File: config.mk
export PLATFORM = sky130hd
export DESIGN_NAME = integer_to_radix_ascii_core
export DESIGN_NICKNAME = d
export VERILOG_FILES = /design/src/rtl/itra_pkg.sv /design/src/rtl/itra_digit_ram.sv /design/src/rtl/itra_divider.sv /design/src/rtl/itra_emitter.sv /design/src/rtl/integer_to_radix_ascii_core.sv
export VERILOG_INCLUDE_DIRS = /design/src /design/src/rtl
export SDC_FILE = /design/constraint.sdc
export NUM_CORES = 1
export LEC_CHECK = 0
export BUFFER_PORTS_ARGS = -buffer_cell sky130_fd_sc_hd__buf_4
export CORE_MARGIN = 2
export CORE_UTILIZATION = 45
export CTS_BUF_LIST = sky130_fd_sc_hd__clkbuf_8
export CTS_CLUSTER_DIAMETER = 150
export DETAILED_ROUTE_END_ITERATION = 6
export PLACE_DENSITY = 0.63
export SLEW_MARGIN = 20
export SYNTH_ARGS = -nofsm -noshare
export SYNTH_HDL_FRONTEND = slang
export SYNTH_SLANG_ARGS = --single-unit
File: constraint.sdc
create_clock -name clk -period 4.41 [get_ports clk]
set_input_delay 0.882 -clock clk [delete_from_list [all_inputs] [get_ports clk]]
set_output_delay 0.882 -clock clk [all_outputs]
set_load 0.01 [all_outputs]
File: src/rtl/integer_to_radix_ascii_core_defines.svh
// Assertion macros shared by the integer to radix ASCII RTL.
// Expects clk and arst_n in the scope of each use.
`ifndef INTEGER_TO_RADIX_ASCII_CORE_DEFINES_SVH
`define INTEGER_TO_RADIX_ASCII_CORE_DEFINES_SVH

// Same-cycle implication, disabled during reset.
`define ITRA_ASSERT_IMP(lbl, ante, cons, msg) \
	lbl: assert property (@(posedge clk) disable iff (!arst_n) (ante) |-> (cons)) \
		else $error(msg);

// Next-cycle implication, disabled during reset.
`define ITRA_ASSERT_NXT(lbl, ante, cons, msg) \
	lbl: assert property (@(posedge clk) disable iff (!arst_n) (ante) |=> (cons)) \
		else $error(msg);

`endif

File: src/rtl/itra_pkg.sv
// Shared types, constants and helpers for the integer to radix ASCII block.
// No dependencies.
`timescale 1ns / 1ps
`default_nettype none

package itra_pkg;

	localparam int VALUE_W       = 64;
	localparam int RADIX_W       = 8;
	localparam int BASE_W        = 5;
	localparam int DIGIT_W       = 4;
	localparam int CHAR_W        = 8;
	localparam int BIT_CNT_W     = $clog2(VALUE_W);
	localparam int MAX_DIGITS_DEF = 64;

	localparam logic [RADIX_W-1:0] RADIX_RESET = 8'd10;
	localparam logic [RADIX_W-1:0] RADIX_MIN   = 8'd2;
	localparam logic [RADIX_W-1:0] RADIX_MAX   = 8'd16;
	localparam logic [RADIX_W-1:0] RADIX_DEC   = 8'd10;

	localparam logic [CHAR_W-1:0] CHAR_ZERO  = 8'd48;
	localparam logic [CHAR_W-1:0] CHAR_ALPHA = 8'd55;
	localparam logic [CHAR_W-1:0] CHAR_MINUS = 8'h2D;
	localparam logic [CHAR_W-1:0] CHAR_NONE  = 8'd0;
	localparam logic [DIGIT_W-1:0] DIGIT_TEN = 4'd10;

	typedef enum logic [1:0] {
		ST_IDLE,
		ST_DIVIDE,
		ST_EMIT
	} state_t;

	typedef struct packed {
		logic start;
		logic bad;
		logic neg;
	} emit_cmd_t;

	function automatic logic [CHAR_W-1:0] digit_char(input logic [DIGIT_W-1:0] d);
		logic [CHAR_W-1:0] ext;
		ext = {{(CHAR_W-DIGIT_W){1'b0}}, d};
		return (d < DIGIT_TEN) ? (CHAR_ZERO + ext) : (CHAR_ALPHA + ext);
	endfunction

endpackage

`default_nettype wire

File: src/rtl/itra_digit_ram.sv
// Digit store: one write port, one registered read port.
// Depends on itra_pkg.
`timescale 1ns / 1ps
`default_nettype none

module itra_digit_ram #(
	parameter int DEPTH = itra_pkg::MAX_DIGITS_DEF
) (
	input  wire logic                               clk,
	input  wire logic                               wr_en,
	input  wire logic [$clog2(DEPTH)-1:0]           wr_addr,
	input  wire logic [itra_pkg::DIGIT_W-1:0]       wr_data,
	input  wire logic                               rd_en,
	input  wire logic [$clog2(DEPTH)-1:0]           rd_addr,
	output      logic [itra_pkg::DIGIT_W-1:0]       rd_data
);

	logic [itra_pkg::DIGIT_W-1:0] mem [DEPTH];
	logic [itra_pkg::DIGIT_W-1:0] rd_data_q;

	always_ff @(posedge clk) begin
		if (wr_en) begin
			mem[wr_addr] <= wr_data;
		end
	end

	always_ff @(posedge clk) begin
		if (rd_en) begin
			rd_data_q <= mem[rd_addr];
		end
	end

	assign rd_data = rd_data_q;

endmodule

`default_nettype wire

File: src/rtl/itra_divider.sv
// Bit-serial long division of a 64-bit magnitude by a small base, one digit per pass.
// Depends on itra_pkg.
`timescale 1ns / 1ps
`default_nettype none

module itra_divider #(
	parameter int MAX_DIGITS = itra_pkg::MAX_DIGITS_DEF
) (
	input  wire logic                                  clk,
	input  wire logic                                  arst_n,
	input  wire logic                                  start,
	input  wire logic [itra_pkg::VALUE_W-1:0]          dividend,
	input  wire logic [itra_pkg::BASE_W-1:0]           base,
	output      logic                                  wr_en,
	output      logic [$clog2(MAX_DIGITS)-1:0]         wr_addr,
	output      logic [itra_pkg::DIGIT_W-1:0]          wr_data,
	output      logic                                  done,
	output      logic [$clog2(MAX_DIGITS+1)-1:0]       count
);

	localparam int CNT_W = $clog2(MAX_DIGITS + 1);
	localparam int AW    = $clog2(MAX_DIGITS);

	logic                               busy_q;
	logic                               done_q;
	logic                               nz_q;
	logic [itra_pkg::VALUE_W-1:0]       rem_q;
	logic [itra_pkg::DIGIT_W-1:0]       part_q;
	logic [itra_pkg::BIT_CNT_W-1:0]     bit_q;
	logic [CNT_W-1:0]                   cnt_q;

	logic [itra_pkg::BASE_W-1:0]        trial;
	logic [itra_pkg::BASE_W-1:0]        diff;
	logic                               ge;
	logic [itra_pkg::DIGIT_W-1:0]       part_n;
	logic                               nz_n;
	logic                               bit_last;
	logic                               finish;

	assign trial    = {part_q, rem_q[itra_pkg::VALUE_W-1]};
	assign ge       = (trial >= base);
	assign diff     = trial - base;
	assign part_n   = ge ? diff[itra_pkg::DIGIT_W-1:0] : trial[itra_pkg::DIGIT_W-1:0];
	assign nz_n     = nz_q | ge;
	assign bit_last = (bit_q == itra_pkg::BIT_CNT_W'(itra_pkg::VALUE_W - 1));
	assign finish   = bit_last && (!nz_n || (cnt_q == CNT_W'(MAX_DIGITS - 1)));

	always_ff @(posedge clk or negedge arst_n) begin
		if (!arst_n) begin
			busy_q <= 1'b0;
			done_q <= 1'b0;
			nz_q   <= 1'b0;
			rem_q  <= '0;
			part_q <= '0;
			bit_q  <= '0;
			cnt_q  <= '0;
		end else begin
			done_q <= 1'b0;
			if (start) begin
				busy_q <= 1'b1;
				nz_q   <= 1'b0;
				rem_q  <= dividend;
				part_q <= '0;
				bit_q  <= '0;
				cnt_q  <= '0;
			end else if (busy_q) begin
				rem_q <= {rem_q[itra_pkg::VALUE_W-2:0], ge};
				bit_q <= bit_q + 1'b1;
				if (bit_last) begin
					part_q <= '0;
					nz_q   <= 1'b0;
					cnt_q  <= cnt_q + 1'b1;
					if (finish) begin
						busy_q <= 1'b0;
						done_q <= 1'b1;
					end
				end else begin
					part_q <= part_n;
					nz_q   <= nz_n;
				end
			end
		end
	end

	assign wr_en   = busy_q && bit_last;
	assign wr_addr = cnt_q[AW-1:0];
	assign wr_data = part_n;
	assign done    = done_q;
	assign count   = cnt_q;

endmodule

`default_nettype wire

File: src/rtl/itra_emitter.sv
// Character sequencer: reads digits most significant first and drives the output register.
// Depends on itra_pkg.
`timescale 1ns / 1ps
`default_nettype none

module itra_emitter #(
	parameter int MAX_DIGITS = itra_pkg::MAX_DIGITS_DEF
) (
	input  wire logic                                  clk,
	input  wire logic                                  arst_n,
	input  wire itra_pkg::emit_cmd_t                   cmd,
	input  wire logic [$clog2(MAX_DIGITS+1)-1:0]       count,
	output      logic                                  busy,
	output      logic                                  rd_en,
	output      logic [$clog2(MAX_DIGITS)-1:0]         rd_addr,
	input  wire logic [itra_pkg::DIGIT_W-1:0]          rd_data,
	output      logic                                  out_valid,
	input  wire logic                                  out_stall,
	output      logic [itra_pkg::CHAR_W-1:0]           character,
	output      logic                                  last,
	output      logic                                  bad_radix
);

	localparam int AW = $clog2(MAX_DIGITS);

	logic                          busy_q;
	logic                          bad_pend_q;
	logic                          neg_pend_q;
	logic [AW-1:0]                 idx_q;

	logic                          valid_s1;
	logic                          digit_s1;
	logic [itra_pkg::CHAR_W-1:0]   char_s1;
	logic                          last_s1;
	logic                          bad_s1;

	logic                          out_valid_q;
	logic [itra_pkg::CHAR_W-1:0]   char_q;
	logic                          last_q;
	logic                          bad_q;

	logic                          out_load;
	logic                          s1_free;
	logic                          issue;

	assign out_load = valid_s1 && (!out_valid_q || !out_stall);
	assign s1_free  = !valid_s1 || out_load;
	assign issue    = busy_q && s1_free;
	assign rd_en    = issue && !bad_pend_q && !neg_pend_q;
	assign rd_addr  = idx_q;

	always_ff @(posedge clk or negedge arst_n) begin
		if (!arst_n) begin
			busy_q     <= 1'b0;
			bad_pend_q <= 1'b0;
			neg_pend_q <= 1'b0;
			idx_q      <= '0;
			valid_s1   <= 1'b0;
		end else begin
			if (s1_free) begin
				valid_s1 <= issue;
			end
			if (cmd.start) begin
				busy_q     <= 1'b1;
				bad_pend_q <= cmd.bad;
				neg_pend_q <= cmd.neg;
				idx_q      <= AW'(count - 1'b1);
			end else if (issue) begin
				if (bad_pend_q) begin
					bad_pend_q <= 1'b0;
					busy_q     <= 1'b0;
				end else if (neg_pend_q) begin
					neg_pend_q <= 1'b0;
				end else if (idx_q == '0) begin
					busy_q <= 1'b0;
				end else begin
					idx_q <= idx_q - 1'b1;
				end
			end
		end
	end

	always_ff @(posedge clk) begin
		if (issue) begin
			digit_s1 <= !bad_pend_q && !neg_pend_q;
			char_s1  <= bad_pend_q ? itra_pkg::CHAR_NONE : itra_pkg::CHAR_MINUS;
			last_s1  <= bad_pend_q || (!neg_pend_q && (idx_q == '0));
			bad_s1   <= bad_pend_q;
		end
	end

	always_ff @(posedge clk or negedge arst_n) begin
		if (!arst_n) begin
			out_valid_q <= 1'b0;
		end else if (out_load) begin
			out_valid_q <= 1'b1;
		end else if (!out_stall) begin
			out_valid_q <= 1'b0;
		end
	end

	always_ff @(posedge clk) begin
		if (out_load) begin
			char_q <= digit_s1 ? itra_pkg::digit_char(rd_data) : char_s1;
			last_q <= last_s1;
			bad_q  <= bad_s1;
		end
	end

	assign busy      = busy_q;
	assign out_valid = out_valid_q;
	assign character = char_q;
	assign last      = last_q;
	assign bad_radix = bad_q;

endmodule

`default_nettype wire

File: src/rtl/integer_to_radix_ascii_core.sv
// Integer to radix ASCII converter, top level: radix register, control FSM, datapath.
// Depends on itra_pkg, itra_divider, itra_digit_ram, itra_emitter and the defines header.
//
// Usage:
//   Write the number base on the config channel (cfg_valid/cfg_ready, data on radix)
//   while the block is idle; it resets to 10. Present a signed 64-bit value on the
//   input channel (in_valid/in_stall/value). The block returns one transaction per
//   character on the output channel (out_valid/out_stall/character/last/bad_radix),
//   most significant digit first, with last set on the final character. In base 10
//   a negative value starts with '-'. A base outside 2..16 gives one transaction
//   with character 0, last and bad_radix set.
//   Each digit costs one bit-serial division pass over all 64 bits of the magnitude;
//   characters then leave one per cycle while the receiver does not stall. in_stall
//   drops after the final character enters the read stage, once the emitter's busy
//   flag and then the control state have updated; a stalled receiver delays that.
//   A receiver stall holds the output register and backs up the digit read pipeline.
//   Reset clears the control state and empties the output; the radix returns to 10.
`timescale 1ns / 1ps
`default_nettype none
`include "integer_to_radix_ascii_core_defines.svh"

module integer_to_radix_ascii_core #(
	parameter int MAX_DIGITS = itra_pkg::MAX_DIGITS_DEF
) (
	input  wire logic                                  clk,
	input  wire logic                                  arst_n,
	input  wire logic                                  cfg_valid,
	output      logic                                  cfg_ready,
	input  wire logic [itra_pkg::RADIX_W-1:0]          radix,
	input  wire logic                                  in_valid,
	output      logic                                  in_stall,
	input  wire logic signed [itra_pkg::VALUE_W-1:0]   value,
	output      logic                                  out_valid,
	input  wire logic                                  out_stall,
	output      logic [itra_pkg::CHAR_W-1:0]           character,
	output      logic                                  last,
	output      logic                                  bad_radix
);

	localparam int CNT_W = $clog2(MAX_DIGITS + 1);
	localparam int AW    = $clog2(MAX_DIGITS);

	itra_pkg::state_t               state_q;
	itra_pkg::state_t               state_n;
	logic [itra_pkg::RADIX_W-1:0]   radix_q;
	logic [itra_pkg::BASE_W-1:0]    base_q;
	logic                           neg_q;

	logic [itra_pkg::VALUE_W-1:0]   value_u;
	logic [itra_pkg::VALUE_W-1:0]   magnitude;
	logic                           in_accept;
	logic                           radix_bad;
	logic                           value_neg;
	logic                           div_start;
	itra_pkg::emit_cmd_t            emit_cmd;

	logic                           wr_en;
	logic [AW-1:0]                  wr_addr;
	logic [itra_pkg::DIGIT_W-1:0]   wr_data;
	logic                           div_done;
	logic [CNT_W-1:0]               div_count;
	logic                           emit_busy;
	logic                           rd_en;
	logic [AW-1:0]                  rd_addr;
	logic [itra_pkg::DIGIT_W-1:0]   rd_data;

	assign cfg_ready = 1'b1;
	assign value_u   = value;
	assign in_accept = in_valid && !in_stall;
	assign radix_bad = (radix_q < itra_pkg::RADIX_MIN) || (radix_q > itra_pkg::RADIX_MAX);
	assign value_neg = (radix_q == itra_pkg::RADIX_DEC) && value_u[itra_pkg::VALUE_W-1];
	assign magnitude = value_neg ? (~value_u + 1'b1) : value_u;

	always_ff @(posedge clk or negedge arst_n) begin
		if (!arst_n) begin
			radix_q <= itra_pkg::RADIX_RESET;
		end else if (cfg_valid && cfg_ready) begin
			radix_q <= radix;
		end
	end

	always_ff @(posedge clk or negedge arst_n) begin
		if (!arst_n) begin
			state_q <= itra_pkg::ST_IDLE;
		end else begin
			state_q <= state_n;
		end
	end

	always_ff @(posedge clk) begin
		if (in_accept) begin
			base_q <= radix_q[itra_pkg::BASE_W-1:0];
			neg_q  <= value_neg;
		end
	end

	always_comb begin
		state_n = state_q;
		unique case (state_q)
			itra_pkg::ST_IDLE: begin
				if (in_accept) begin
					state_n = radix_bad ? itra_pkg::ST_EMIT : itra_pkg::ST_DIVIDE;
				end
			end
			itra_pkg::ST_DIVIDE: begin
				if (div_done) begin
					state_n = itra_pkg::ST_EMIT;
				end
			end
			itra_pkg::ST_EMIT: begin
				if (!emit_busy) begin
					state_n = itra_pkg::ST_IDLE;
				end
			end
			default: state_n = itra_pkg::ST_IDLE;
		endcase
	end

	always_comb begin
		in_stall  = 1'b1;
		div_start = 1'b0;
		emit_cmd  = '0;
		unique case (state_q)
			itra_pkg::ST_IDLE: begin
				in_stall       = 1'b0;
				div_start      = in_accept && !radix_bad;
				emit_cmd.start = in_accept && radix_bad;
				emit_cmd.bad   = 1'b1;
			end
			itra_pkg::ST_DIVIDE: begin
				emit_cmd.start = div_done;
				emit_cmd.neg   = neg_q;
			end
			itra_pkg::ST_EMIT: begin
			end
			default: begin
			end
		endcase
	end

	itra_divider #(
		.MAX_DIGITS(MAX_DIGITS)
	) u_divider (
		.clk      (clk),
		.arst_n   (arst_n),
		.start    (div_start),
		.dividend (magnitude),
		.base     (base_q),
		.wr_en    (wr_en),
		.wr_addr  (wr_addr),
		.wr_data  (wr_data),
		.done     (div_done),
		.count    (div_count)
	);

	itra_digit_ram #(
		.DEPTH(MAX_DIGITS)
	) u_digit_ram (
		.clk     (clk),
		.wr_en   (wr_en),
		.wr_addr (wr_addr),
		.wr_data (wr_data),
		.rd_en   (rd_en),
		.rd_addr (rd_addr),
		.rd_data (rd_data)
	);

	itra_emitter #(
		.MAX_DIGITS(MAX_DIGITS)
	) u_emitter (
		.clk       (clk),
		.arst_n    (arst_n),
		.cmd       (emit_cmd),
		.count     (div_count),
		.busy      (emit_busy),
		.rd_en     (rd_en),
		.rd_addr   (rd_addr),
		.rd_data   (rd_data),
		.out_valid (out_valid),
		.out_stall (out_stall),
		.character (character),
		.last      (last),
		.bad_radix (bad_radix)
	);

	`ITRA_ASSERT_NXT(a_done_to_emit, div_done, state_q == itra_pkg::ST_EMIT, "divider done outside DIVIDE")
	`ITRA_ASSERT_IMP(a_start_idle_emitter, emit_cmd.start, !emit_busy, "emitter restarted while busy")
	`ITRA_ASSERT_IMP(a_count_range, div_done, (div_count != '0) && (div_count <= CNT_W'(MAX_DIGITS)), "digit count out of range")
	`ITRA_ASSERT_IMP(a_bad_shape, out_valid && bad_radix, (character == itra_pkg::CHAR_NONE) && last, "bad radix transaction malformed")

endmodule

`default_nettype wire
# == Word-level counts from Yosys, hierarchy flattened ==
# Memories as Yosys holds them, arrays and structs flattened. A register that Yosys moved wholly into a read port is not among the register bits.
# Index checks and enable logic that the tools add are counted.
# op_classes
addsub,8
n_lt_le_gt_ge,4
n_eq_ne,13
n_mux,55
bitwise_logic,2
n_reduce_logical,35
# op_table
operator,count
$mux W64,3
$add A64 B1 Y64 const B,1
$not A64 Y64,1
$mux W6,8
$mux W1,29
$mux W7,3
$mux W4,4
$mux W8,2
$add A6 B4 Y7 const A,2
$logic_and A1 B1 Y1,12
$sub A6 B1 Y6 const B,2
$ne A2 B2 Y1 const B,5
$eq A8 B4 Y1 const B,1
$gt A8 B5 Y1 const B,1
$lt A8 B2 Y1 const B,1
$mux W2,4
$add A7 B1 Y7 const B,1
$eq A7 B6 Y1 const B,1
$logic_not A1 Y1,7
$add A6 B1 Y6 const B,1
$eq A6 B6 Y1 const B,1
$logic_not A6 Y1,1
$pmux W2 S3,1
$reduce_and A3 Y1,2
other kinds (15),23
# totals
regBits,132
ramBits,256
in_bits,77
out_inout_bits,13
word_cells,142
n_memories,1
# memory_table
memory,words,width,read_ports,rd_clocked_by_memory_dff,wr,line,rtl
u_digit_ram.mem,64,4,1,1,1,itra_digit_ram.sv:18,logic [itra_pkg::DIGIT_W-1:0] mem [DEPTH];

# == Logic depth before layout (Yosys ltp) ==
# Gate-level depths: netlist of the first run.
# depth
depth_word,9
ltp_mapped,9
mapped_depth_nobuf,9

# == Modules after synthesis ==
# Synthesis of the first run repeated with hierarchy kept, for this count alone.
# unflattened
cells_unflattened,1295
hier_area_um2,17882.2
# modules_own_cells
module,n_inst,cells_per_inst,area_each_um2,seq_area_each_um2
itra_digit_ram,1,521,10447.5,7807.5
itra_divider,1,392,4077.7,2102.0
integer_to_radix_ascii_core,1,270,2135.8,432.9
itra_emitter,1,112,1221.2,665.6

# == Worst setup path after synthesis of the first run ==
# Ideal clock, no wire load.
# synth_path
path_kind,reg2reg
start,reg u_divider.part_q[1] (netlist name)
end,"mem u_digit_ram.mem[0][0] (netlist name), data pin"
t_arrival_ns,3.206
t_required_ns,3.862
setup_slack_ns,0.656
stages_incl_launch_ff,8
path_cell_list,dfrtp_1 > ha_1 > a21o_1 > a31oi_1 > o21ai_0 > clkbuf_1 > nor2_1 > a21oi_1
# synth_between
elab_chain_len,2
# synth_rtl
element,line,rtl
start: declaration,itra_divider.sv:28,logic [itra_pkg::DIGIT_W-1:0] part_q;
start signal: assignment,itra_divider.sv:78,part_q <= part_n;
$ge A5 B5 Y1,itra_divider.sv:41,assign ge = (trial >= base);
$mux W4,itra_divider.sv:43,assign part_n = ge ? diff[itra_pkg::DIGIT_W-1:0] : trial[itra_pkg::DIGIT_W-1:0];
"net u_digit_ram.wr_data, one bit",itra_digit_ram.sv:12,"input wire logic [itra_pkg::DIGIT_W-1:0] wr_data,"
end: declaration,itra_digit_ram.sv:18,
# The timed path passes the listed nets, and every way through them passes these cells.

# == Worst setup path after layout of the first run ==
# layout_path
start,reg u_divider.rem_q[63] (netlist name)
end,"mem u_digit_ram.mem[61][3] (netlist name), data pin"
# layout_between
elab_chain_len,2
elab_cells_between_ends,3
# layout_rtl
element,line,rtl
start: declaration,itra_divider.sv:27,logic [itra_pkg::VALUE_W-1:0] rem_q;
start signal: assignment,itra_divider.sv:62,rem_q <= dividend;
start signal: assignment,itra_divider.sv:67,"rem_q <= {rem_q[itra_pkg::VALUE_W-2:0], ge};"
$sub A4 B4 Y4 / $ge A5 B5 Y1 (equally long branches),"itra_divider.sv:42, itra_divider.sv:41",
$mux W4 (*),itra_divider.sv:43,
"net u_digit_ram.wr_data, one bit",itra_digit_ram.sv:12,
# The timed path passes the listed nets; every way through them passes the cells marked *.

==> reports/qor.yml, run 1 <==
clock_tree:
  cts_root_buffer: "clkbuf_8"
  cts_resized: 0
  htreeDepth: 3
  cts_hold_buffers: 0
  worstSkewPairLatency_ns: 0.62
  cts_num_sinks: 384
  ctsLongestPathBuffers: 3
  clk_pin_slew_ns: 0.06
  postCtsSetupBuffers: 0
  cts_made_buffers: 66
  cts_tree: "built"
drt:
  firstDrtPassIters: 5
  drc_errors: 0
  drtAntennaViolNets: 0
  num_vias: 10852
  wirelength_um: 39300
  drt_iter0_markers: 729
  wl_per_cell_um: 20.3
  detail_route.vias_per_cell: 5.61
sta:
  fin_crit_sh_pct: 70.8
  maxSlewViolCount: 0
  setup_tns_ns: 0
  fmax_mhz: 320
  fin_ws_ns: 1.29
  rsz0062_at_grt: "no"
  worst_clock_skew_ns: 0.0392
  finalWorstPathRequiredPeriod_ns: 3.12
  final_hold_viol_count: 0
  maxSlewHeadroom_pct: 27.0
  finalSetupViolations: 0
  worstMarginPinSlew_ns: 1.09
global_routing:
  grtUsageMet2_pct: 33.7
  use_met3_pct: 3.96
  grt_max_degree: 107
  top_usage_layer: "met2"
  grt_use_total_pct: 20.0
  globalRoute.totalOverflow: 0
  grt_pass1_wl_um: 62700
  antenna_found_initial: 0
  grt_pass1_vias: 11101
  met1_usage_pct: 26.0
critical_path:
  path_buf_inv: 2
  required_ns: 4.84
  cp_slowest_cell: "o21ai_1"
  cp.arrival_ns: 3.56
  ff2ff_path_depth: 7
  crit_start: "u_divider.rem_q[63]"
  crit_path_max_fanout: 33
  start_kind: "register"
  crit_family: "compound AO/OA/AOI/OAI gates"
  cpPeakStageDelay_ns: 0.86
  cp-end-kind: "register"
  crit_chain: "inv_1, ha_1, nand2b_1, a31oi_1, o21ai_1, mux2_2, buf_12"
  crit_type: "reg2reg"
  r2r_setup_slack_ns: 1.29
  r2r_start: "u_divider.rem_q[63]"
  crit_cells: 7
final_layout:
  multi_input_area_mm2: 0.00604
  regArea_mm2: 0.0110
  layout-drive-gt1-share_pct: 20.5
  final_cells: 1936
  nFillCells: 3295
  area_growth_syn_to_layout_pct: 14.2
  final_net_count: 1457
  utilization_pct: 51.7
  diodes: 0
logic_synthesis:
  yosysWarnings: 0
  synth_edf_count: 279
  synth_seq_cells: 384
  syn_nets: 1360
  synth-main-ff-cell: "edfxtp_1"
  ys_seq_area_share_pct: 63.2
  syn_inst: 1272
  synthArstFlopShare_pct: 27.3
  syn_area_per_cell_um2: 13.7
  yosysUniqueCellTypes: 64
  synth_area_mm2: 0.0174
die:
  rows: 72
  die_h_um: 201
  start_util_pct: 45.3
  die_w_um: 201
  core_mm2: 0.0385
  die_area_mm2: 0.0403
  ioPinCount: 90
min_path:
  hp-class: "in2async"
place:
  portBuffers: 87
  dp_hpwl_um: 25100
  gp_congestion: 0.819
  dp_slack_ns: 1.19
  dp_cells: 1819
pwr:
  powerDensity_mw_per_mm2: 630
  p_leak_nw: 6.99
  peakVddDrop_v: 0.000428
job:
  cap_violations: 0
run_status:
  outcome: "finished clean"
-- cell usage in the layout (no fill, tap or decap), types with 4 or more instances in the layout --
cell type,n
a211oi_1,50
a21o_1,4
a21oi_1,84
a221oi_1,8
a22o_1,8
a22oi_1,20
a31oi_1,11
a41oi_1,5
and2_1,4
buf_12,5
buf_4,100
clkbuf_8,73
clkinv_1,14
clkinv_2,8
dfrtp_1,100
edfxtp_1,279
ha_1,10
inv_1,41
mux2_2,10
mux2i_1,23
mux4_2,64
nand2_1,60
nand2b_1,10
nand3_1,11
nand3b_1,4
nand4_1,8
nor2_1,127
nor2b_1,57
nor3_1,27
nor4_1,10
o21ai_0,24
o221ai_1,4
o31ai_1,9
or3_1,6
xnor2_1,61
xor2_1,20
-- cell families (layout without fill, tap and decap cells) --
family,Yosys count,in the layout,synth area share (%)
AOI/OAI and AO/OA,246,246,9.19
xor gates and xnor gates,81,81,4.07
adders and majority gates,11,11,0.833
buffers and inverters,101,247,2.31
DFF,384,384,63.2
muxes,97,97,10.2
other,2,2,0.0431
and+or+nand+nor,350,350,10.1
-- power breakdown --
| part | switching, W | internal (W) | total, W |
|---|---|---|---|
| Combinational | 0.00215 | 0.00149 | 0.00364 |
| Clock | 0.00144 | 0.00165 | 0.00309 |
| Sequential | 0.000476 | 0.00533 | 0.00580 |
-- cell usage after synthesis (9+ instances only) --
cell type | count | area, um^2
nand3_1 | 11 | 55.1
clkbuf_1 | 59 | 221
nor2_1 | 127 | 477
mux2i_1 | 23 | 230
a22oi_1 | 20 | 150
ha_1 | 10 | 125
nor2b_1 | 57 | 357
dfrtp_1 | 103 | 2580
nand2_1 | 60 | 225
nand2b_1 | 10 | 62.6
o21ai_0 | 25 | 125
mux4_2 | 64 | 1440
inv_1 | 25 | 93.8
o31ai_1 | 9 | 67.6
edfxtp_1 | 279 | 8380
xor2_1 | 20 | 175
mux2_2 | 10 | 113
a31oi_1 | 11 | 68.8
nor4_1 | 10 | 62.6
nor3_1 | 27 | 135
a211oi_1 | 50 | 375
xnor2_1 | 61 | 534
a21oi_1 | 86 | 430
-- area by class of cell --
class,instances,area share (%)
sequential,384,55.4
multi-input combinational,787,30.3
clock buffer,73,5.05
timing repair buffer,105,4.27
tap,518,3.26
clock inverter,44,1.26
inverter,25,0.471
-- registers in the layout (all words and copies together) (netlist names), 5 cells and up --
signal,count
u_divider.rem_q,64
u_emitter.rd_addr,6
u_emitter.character,7
radix_q,8
base_q,5
u_divider.bit_q,6
u_digit_ram.mem,256
u_divider.count,7
-- per-stage QoR --
| step | power [W] | hold WS, ns | area, um^2 |
|---|---|---|---|
| 2_1_floorplan | 0.00811 | 0.400 | 17400 |
| 3_3_place_gp | 0.00947 | 0.423 | 18600 |
| 3_5_place_dp | 0.00957 | 0.422 | 18600 |
| 4_1_cts | 0.0127 | 0.310 | 19900 |
| 5_1_grt | 0.0133 | 0.322 | 19900 |
| 6_report | 0.0125 | 0.312 | 19900 |
-- layer usage --
layer	vias to the layer above	share of wire, %
li1	5032	-
met5	-	0
met2	302	50
met3	70	5.1
met4	0	2.4
met1	5448	42
-- path summary, 6_finish.rpt --
check                                         end
max                        u_digit_ram.mem[61][3]
min                           u_emitter.out_valid
max reg2reg                u_digit_ram.mem[61][3]
min reg2reg                        u_emitter.last
max in group asynchronous              radix_q[1]
min in group clk                   u_emitter.last
Note: power is estimated with default switching activity, not from simulation.
==> inputs of run 2 (changes only) <==
clock period = 3.08 ns   (was 4.41 ns; I/O delays follow)
==> run 2 against run 1 <==
Setup slack got worse by 0.98 ns. Hold slack got worse by 0.26 ns. Flip-flop and latch count unchanged. First-iteration DRC count decreased by 0.27%. Critical path type unchanged. Clock-buffer cell count decreased by 4.
==> reports/qor.yml, run 2 (same netlist as run 1, synthesis figures left out) <==
clock_tree:
  ctsLongestPathBuffers: 3
  cts_hold_buffers: 0
  cts_root_buffer: "clkbuf_8"
  cts_tree: "built"
  htreeDepth: 3
  cts_made_buffers: 67
  clk_pin_slew_ns: 0.06
  postCtsSetupBuffers: 0
  worstSkewPairLatency_ns: 0.61
  cts_resized: 0
  cts_num_sinks: 384
critical_path:
  endpoint: "u_digit_ram.mem[22][0]"
  cp_slowest_cell: "nand2_1"
  r2r_start: "u_divider.bit_q[0]"
  cpPeakStageDelay_ns: 0.59
  crit_start: "u_divider.bit_q[0]"
  cp.arrival_ns: 3.01
  start_kind: "register"
  r2r-end: "u_digit_ram.mem[22][0]"
  required_ns: 3.32
  cp-end-kind: "register"
  r2r_setup_slack_ns: 0.31
  crit_path_frequent_cell: "nand2_1"
  crit_type: "reg2reg"
  crit_path_max_fanout: 8
  ff2ff_path_depth: 5
  crit_chain: "ha_1, nand2_1, nor3_1, nand2_1, nor2_1"
final_layout:
  largest_reg_flops: 256
  regArea_mm2: 0.0110
  diodes: 0
  reg_top3: "u_digit_ram.mem x256, u_divider.rem_q x64, radix_q x8"
  nFillCells: 3275
  final_common_cell: "edfxtp_1"
  area_growth_syn_to_layout_pct: 15.4
  regMostFlops: "u_digit_ram.mem"
  layout-drive-gt1-share_pct: 21.3
  multi_input_area_mm2: 0.00604
  final_cell_mix: "edfxtp_1 (279), nor2_1 (127), buf_4 (112)"
  final_net_count: 1474
  stdcell_area_mm2: 0.0201
die:
  die_h_um: 201
  ioPinCount: 90
  die_area_mm2: 0.0403
  rows: 72
  start_util_pct: 45.3
  die_w_um: 201
  core_mm2: 0.0385
drt:
  num_vias: 10822
  drt_iter0_markers: 727
  firstDrtPassIters: 4
  wirelength_um: 39100
  drtAntennaViolNets: 0
  wl_per_cell_um: 20.0
  detail_route.vias_per_cell: 5.54
  drc_errors: 0
min_path:
  hp-class: "in2async"
global_routing:
  grt_pass1_vias: 11070
  antenna_found_initial: 0
  grt_use_total_pct: 19.9
  grt_pass1_wl_um: 62400
  grt_max_degree: 99
  globalRoute.totalOverflow: 0
sta:
  hold-worst-slack_ns: 0.0493
  fmax_mhz: 361
  finalWorstPathRequiredPeriod_ns: 2.77
  worst_clock_skew_ns: 0.0373
  final_hold_viol_count: 0
  rsz0062_at_grt: "no"
  maxSlewViolCount: 0
  worstMarginPinSlew_ns: 0.882
  finalSetupViolations: 0
  fin_crit_sh_pct: 90.0
  maxSlewHeadroom_pct: 41.2
job:
  cap_violations: 0
place:
  portBuffers: 87
  postPlaceCellArea_mm2: 0.0188
  gp_congestion: 0.837
  dp_hpwl_um: 25200
pwr:
  p_leak_nw: 7.09
  powerDensity_mw_per_mm2: 904
  peakVddDrop_v: 0.000624
run_status:
  outcome: "finished clean"
==> run 2: changes by cell type in the layout (fill, tap and decap cells not counted), sizes merged <==
cell / change
inv: -2
bufinv: +2
clkbuf: -4
clkinvlp: +2
clkinv: +3
buf: +16
==> run 2: stage by stage <==
stage / cells / TNS [ns] / util (%) / setup slack, ns / total power, W
finish: 1953 / 0 / 52.2 / 0.309 / 0.0182
CTS: 1953 / 0 / 52.2 / 0.280 / 0.0184
floorplan: 1272 / -86.33 / - / -0.674 / 0.0116
global route: 1953 / 0 / 52.2 / 0.188 / 0.0191
global placement: 1835 / 0 / 48.9 / 0.303 / 0.0137
detailed placement: 1835 / 0 / 48.9 / 0.274 / 0.0138
==> run 2: worst min-delay path by stage <==
stage	to	cells after the start	from	slack [ns]
final	u_emitter.out_valid	1	arst_n	0.05
after global routing	u_emitter.out_valid	1	arst_n	0.09
after CTS	u_emitter.out_valid	1	arst_n	0.05
after detailed placement	u_emitter.last	0	u_emitter.last_s1	0.47
after global placement	u_emitter.last	0	u_emitter.last_s1	0.46
after floorplan	radix_q[0]	0	arst_n	0.32
==> run 2: critical path, delay by kind of cell, from the launching register on <==
kind | cells | cell delay, ns
flops | 1 | 0.39
fa+ha+maj | 1 | 0.21
simple gates | 4 | 1.81
==> run 2: routing by layer <==
metal / part of all wire, % / global-route usage, %
met5: 0 / 0
met3: 4.5 / 3.70
met2: 49 / 32.3
met1: 43 / 27.0
met4: 3.2 / 7.46
==> run 2: area by class of cell <==
| type | instances | share of cell area [%] |
|---|---|---|
| multi-input cells | 787 | 30.0 |
| repair buffers | 121 | 5.08 |
| clock buffers | 69 | 4.73 |
| clock inverters | 49 | 1.65 |
| inverters | 25 | 0.467 |
| well taps | 518 | 3.22 |
| flip-flops and latches | 384 | 54.8 |
==> run 2: power breakdown <==
group | total, W | internal, W | switching (W)
Sequential | 0.00817 | 0.00763 | 0.000542
Combinational | 0.00546 | 0.00221 | 0.00325
Clock | 0.00453 | 0.00243 | 0.00210
==> inputs of run 3 (changes only) <==
CELL_PAD_IN_SITES_DETAIL_PLACEMENT = 1   (was default)
CELL_PAD_IN_SITES_GLOBAL_PLACEMENT = 2   (was default)
PLACE_DENSITY = 0.82   (was 0.63)
REMOVE_ABC_BUFFERS = 1   (was default)
==> run 3 against run 2 <==
Global-route usage grew 1.2 points. Sequential power grew 0.7%. First-iteration DRC count shrank 33%. Die area is the same. Critical path type unchanged. Clock skew shrank 0.022 ns. Setup slack lost 0.052 ns. Routed wire length grew 5.8%. Hold slack lost 0.032 ns. Sequential share of layout area is essentially flat. Critical path depth is the same.
==> reports/qor.yml, run 3 (same netlist as run 1, synthesis figures left out) <==
pwr:
  powerDensity_mw_per_mm2: 904
  peakVddDrop_v: 0.000598
  p_leak_nw: 7.11
  p_sw_w: 0.00587
  p_clk_share_pct: 25.0
  combPwrFrac_pct: 29.7
  swShare_pct: 32.3
  intPower_w: 0.0123
  p_total_w: 0.0182
  pwr-share-seq_pct: 45.3
place:
  dp_hpwl_um: 27700
  portBuffers: 87
  gp_congestion: 0.805
  dp_cells: 1838
sta:
  maxSlewHeadroom_pct: 48.3
  fmax_mhz: 354
  fin_crit_sh_pct: 91.7
  finalSetupViolations: 0
  worst_clock_skew_ns: 0.0149
  worstMarginPinSlew_ns: 0.768
  final_hold_viol_count: 0
  finalWorstPathRequiredPeriod_ns: 2.82
  maxSlewViolCount: 0
  rsz0062_at_grt: "no"
final_layout:
  area_growth_syn_to_layout_pct: 15.4
  regMostFlops: "u_digit_ram.mem"
  final_cells: 1956
  largest_reg_flops: 256
  final_net_count: 1477
  nFillCells: 3897
  final_cell_mix: "edfxtp_1 (279), nor2_1 (127), buf_4 (118)"
  layout-drive-gt1-share_pct: 21.6
  utilization_pct: 52.3
  final_common_cell: "edfxtp_1"
  diodes: 0
  reg_top3: "u_digit_ram.mem x256, u_divider.rem_q x64, radix_q x8"
clock_tree:
  cts_root_buffer: "clkbuf_8"
  clk_pin_slew_ns: 0.06
  cts_resized: 0
  cts_num_sinks: 384
  htreeDepth: 3
  cts_tree: "built"
  cts_made_buffers: 67
  cts_hold_buffers: 0
  ctsLongestPathBuffers: 3
  worstSkewPairLatency_ns: 0.59
  postCtsSetupBuffers: 0
die:
  rows: 72
  die_w_um: 201
  start_util_pct: 45.3
  die_area_mm2: 0.0403
  ioPinCount: 90
  die_h_um: 201
  core_mm2: 0.0385
global_routing:
  globalRoute.totalOverflow: 0
  grt_max_degree: 68
  grt_use_total_pct: 21.1
  grt_pass1_wl_um: 66800
  antenna_found_initial: 0
  grt_pass1_vias: 11790
drt:
  num_vias: 10891
  wl_per_cell_um: 21.2
  drt_iter0_markers: 486
  firstDrtPassIters: 5
  drc_errors: 0
  drtAntennaViolNets: 0
  wirelength_um: 41400
  detail_route.vias_per_cell: 5.57
critical_path:
  cp-end-kind: "register"
  crit_type: "reg2reg"
  cp.arrival_ns: 3.10
  crit_start: "u_emitter.rd_addr[0]"
  required_ns: 3.36
  crit_path_max_fanout: 28
  start_kind: "register"
  ff2ff_path_depth: 5
  r2r_start: "u_emitter.rd_addr[0]"
job:
  cap_violations: 0
min_path:
  hp-class: "in2async"
run_status:
  outcome: "finished clean"
run 3: cell types whose count changed in the layout (fill, tap and decap cells not counted), sizes merged:
cell      previous run  this run
clkbuf              69        76
clkinv              25        20
buf                121       124
bufinv               4         3
clkinvlp             3         2
run 3: final cells by class:
type / instances / area [um^2] / area share, %
tap: 518 / 648 / 3.22
inverter: 25 / 93.8 / 0.467
clock inverter: 42 / 253 / 1.26
multi-input combinational: 787 / 6040 / 30.0
sequential: 384 / 11000 / 54.8
clock buffer: 76 / 1050 / 5.20
timing repair buffer: 124 / 1010 / 5.00
run 3: metal layers:
layer | global-route usage (%) | vias up | part of all wire [%]
met2 | 35.8 | 245 | 50
li1 | - | 5048 | -
met1 | 27.8 | 5529 | 43
met4 | 7.04 | 0 | 2.2
met3 | 3.64 | 69 | 4.5
met5 | 0 | - | 0
run 3: per-stage QoR:
step	area (um^2)	setup TNS (ns)	hold slack, ns	worst slack (ns)
2_1_floorplan	17100	-467.60	0.320	-1.21
3_3_place_gp	18800	0	0.411	0.224
3_5_place_dp	18800	0	0.406	0.213
4_1_cts	20100	0	0.0100	0.253
5_1_grt	20100	0	0.0309	0.0619
6_report	20100	0	0.0172	0.257
run 3: power groups by stage:
stage	combinational, W	clock, W	sequential (W)
after global routing	0.00595	0.00490	0.00836
after global placement	0.00520	0	0.00829
after floorplan	0.00321	0	0.00840
after detailed placement	0.00547	0	0.00833
after CTS	0.00550	0.00468	0.00824
final	0.00541	0.00454	0.00823
run 3: path summary, 6_finish.rpt:
check / to / slack, ns
setup / recovery: u_digit_ram.rd_data[3] / 0.26
hold / removal: u_divider.rem_q[54] / 0.02
setup reg to reg: u_digit_ram.rd_data[3] / 0.26
hold reg to reg: u_emitter.bad_radix / 0.42
max in group asynchronous: u_divider.rem_q[18] / 2.28
min in group clk: u_emitter.out_valid / 0.25
run 3: worst max-delay path, cell delays in order, from the launching register on:
cell,delay (ns)
dfrtp_4,0.81
mux4_2,0.61
a22oi_1,0.37
nand2_1,0.09
a22oi_1,0.34
o221ai_1,0.26
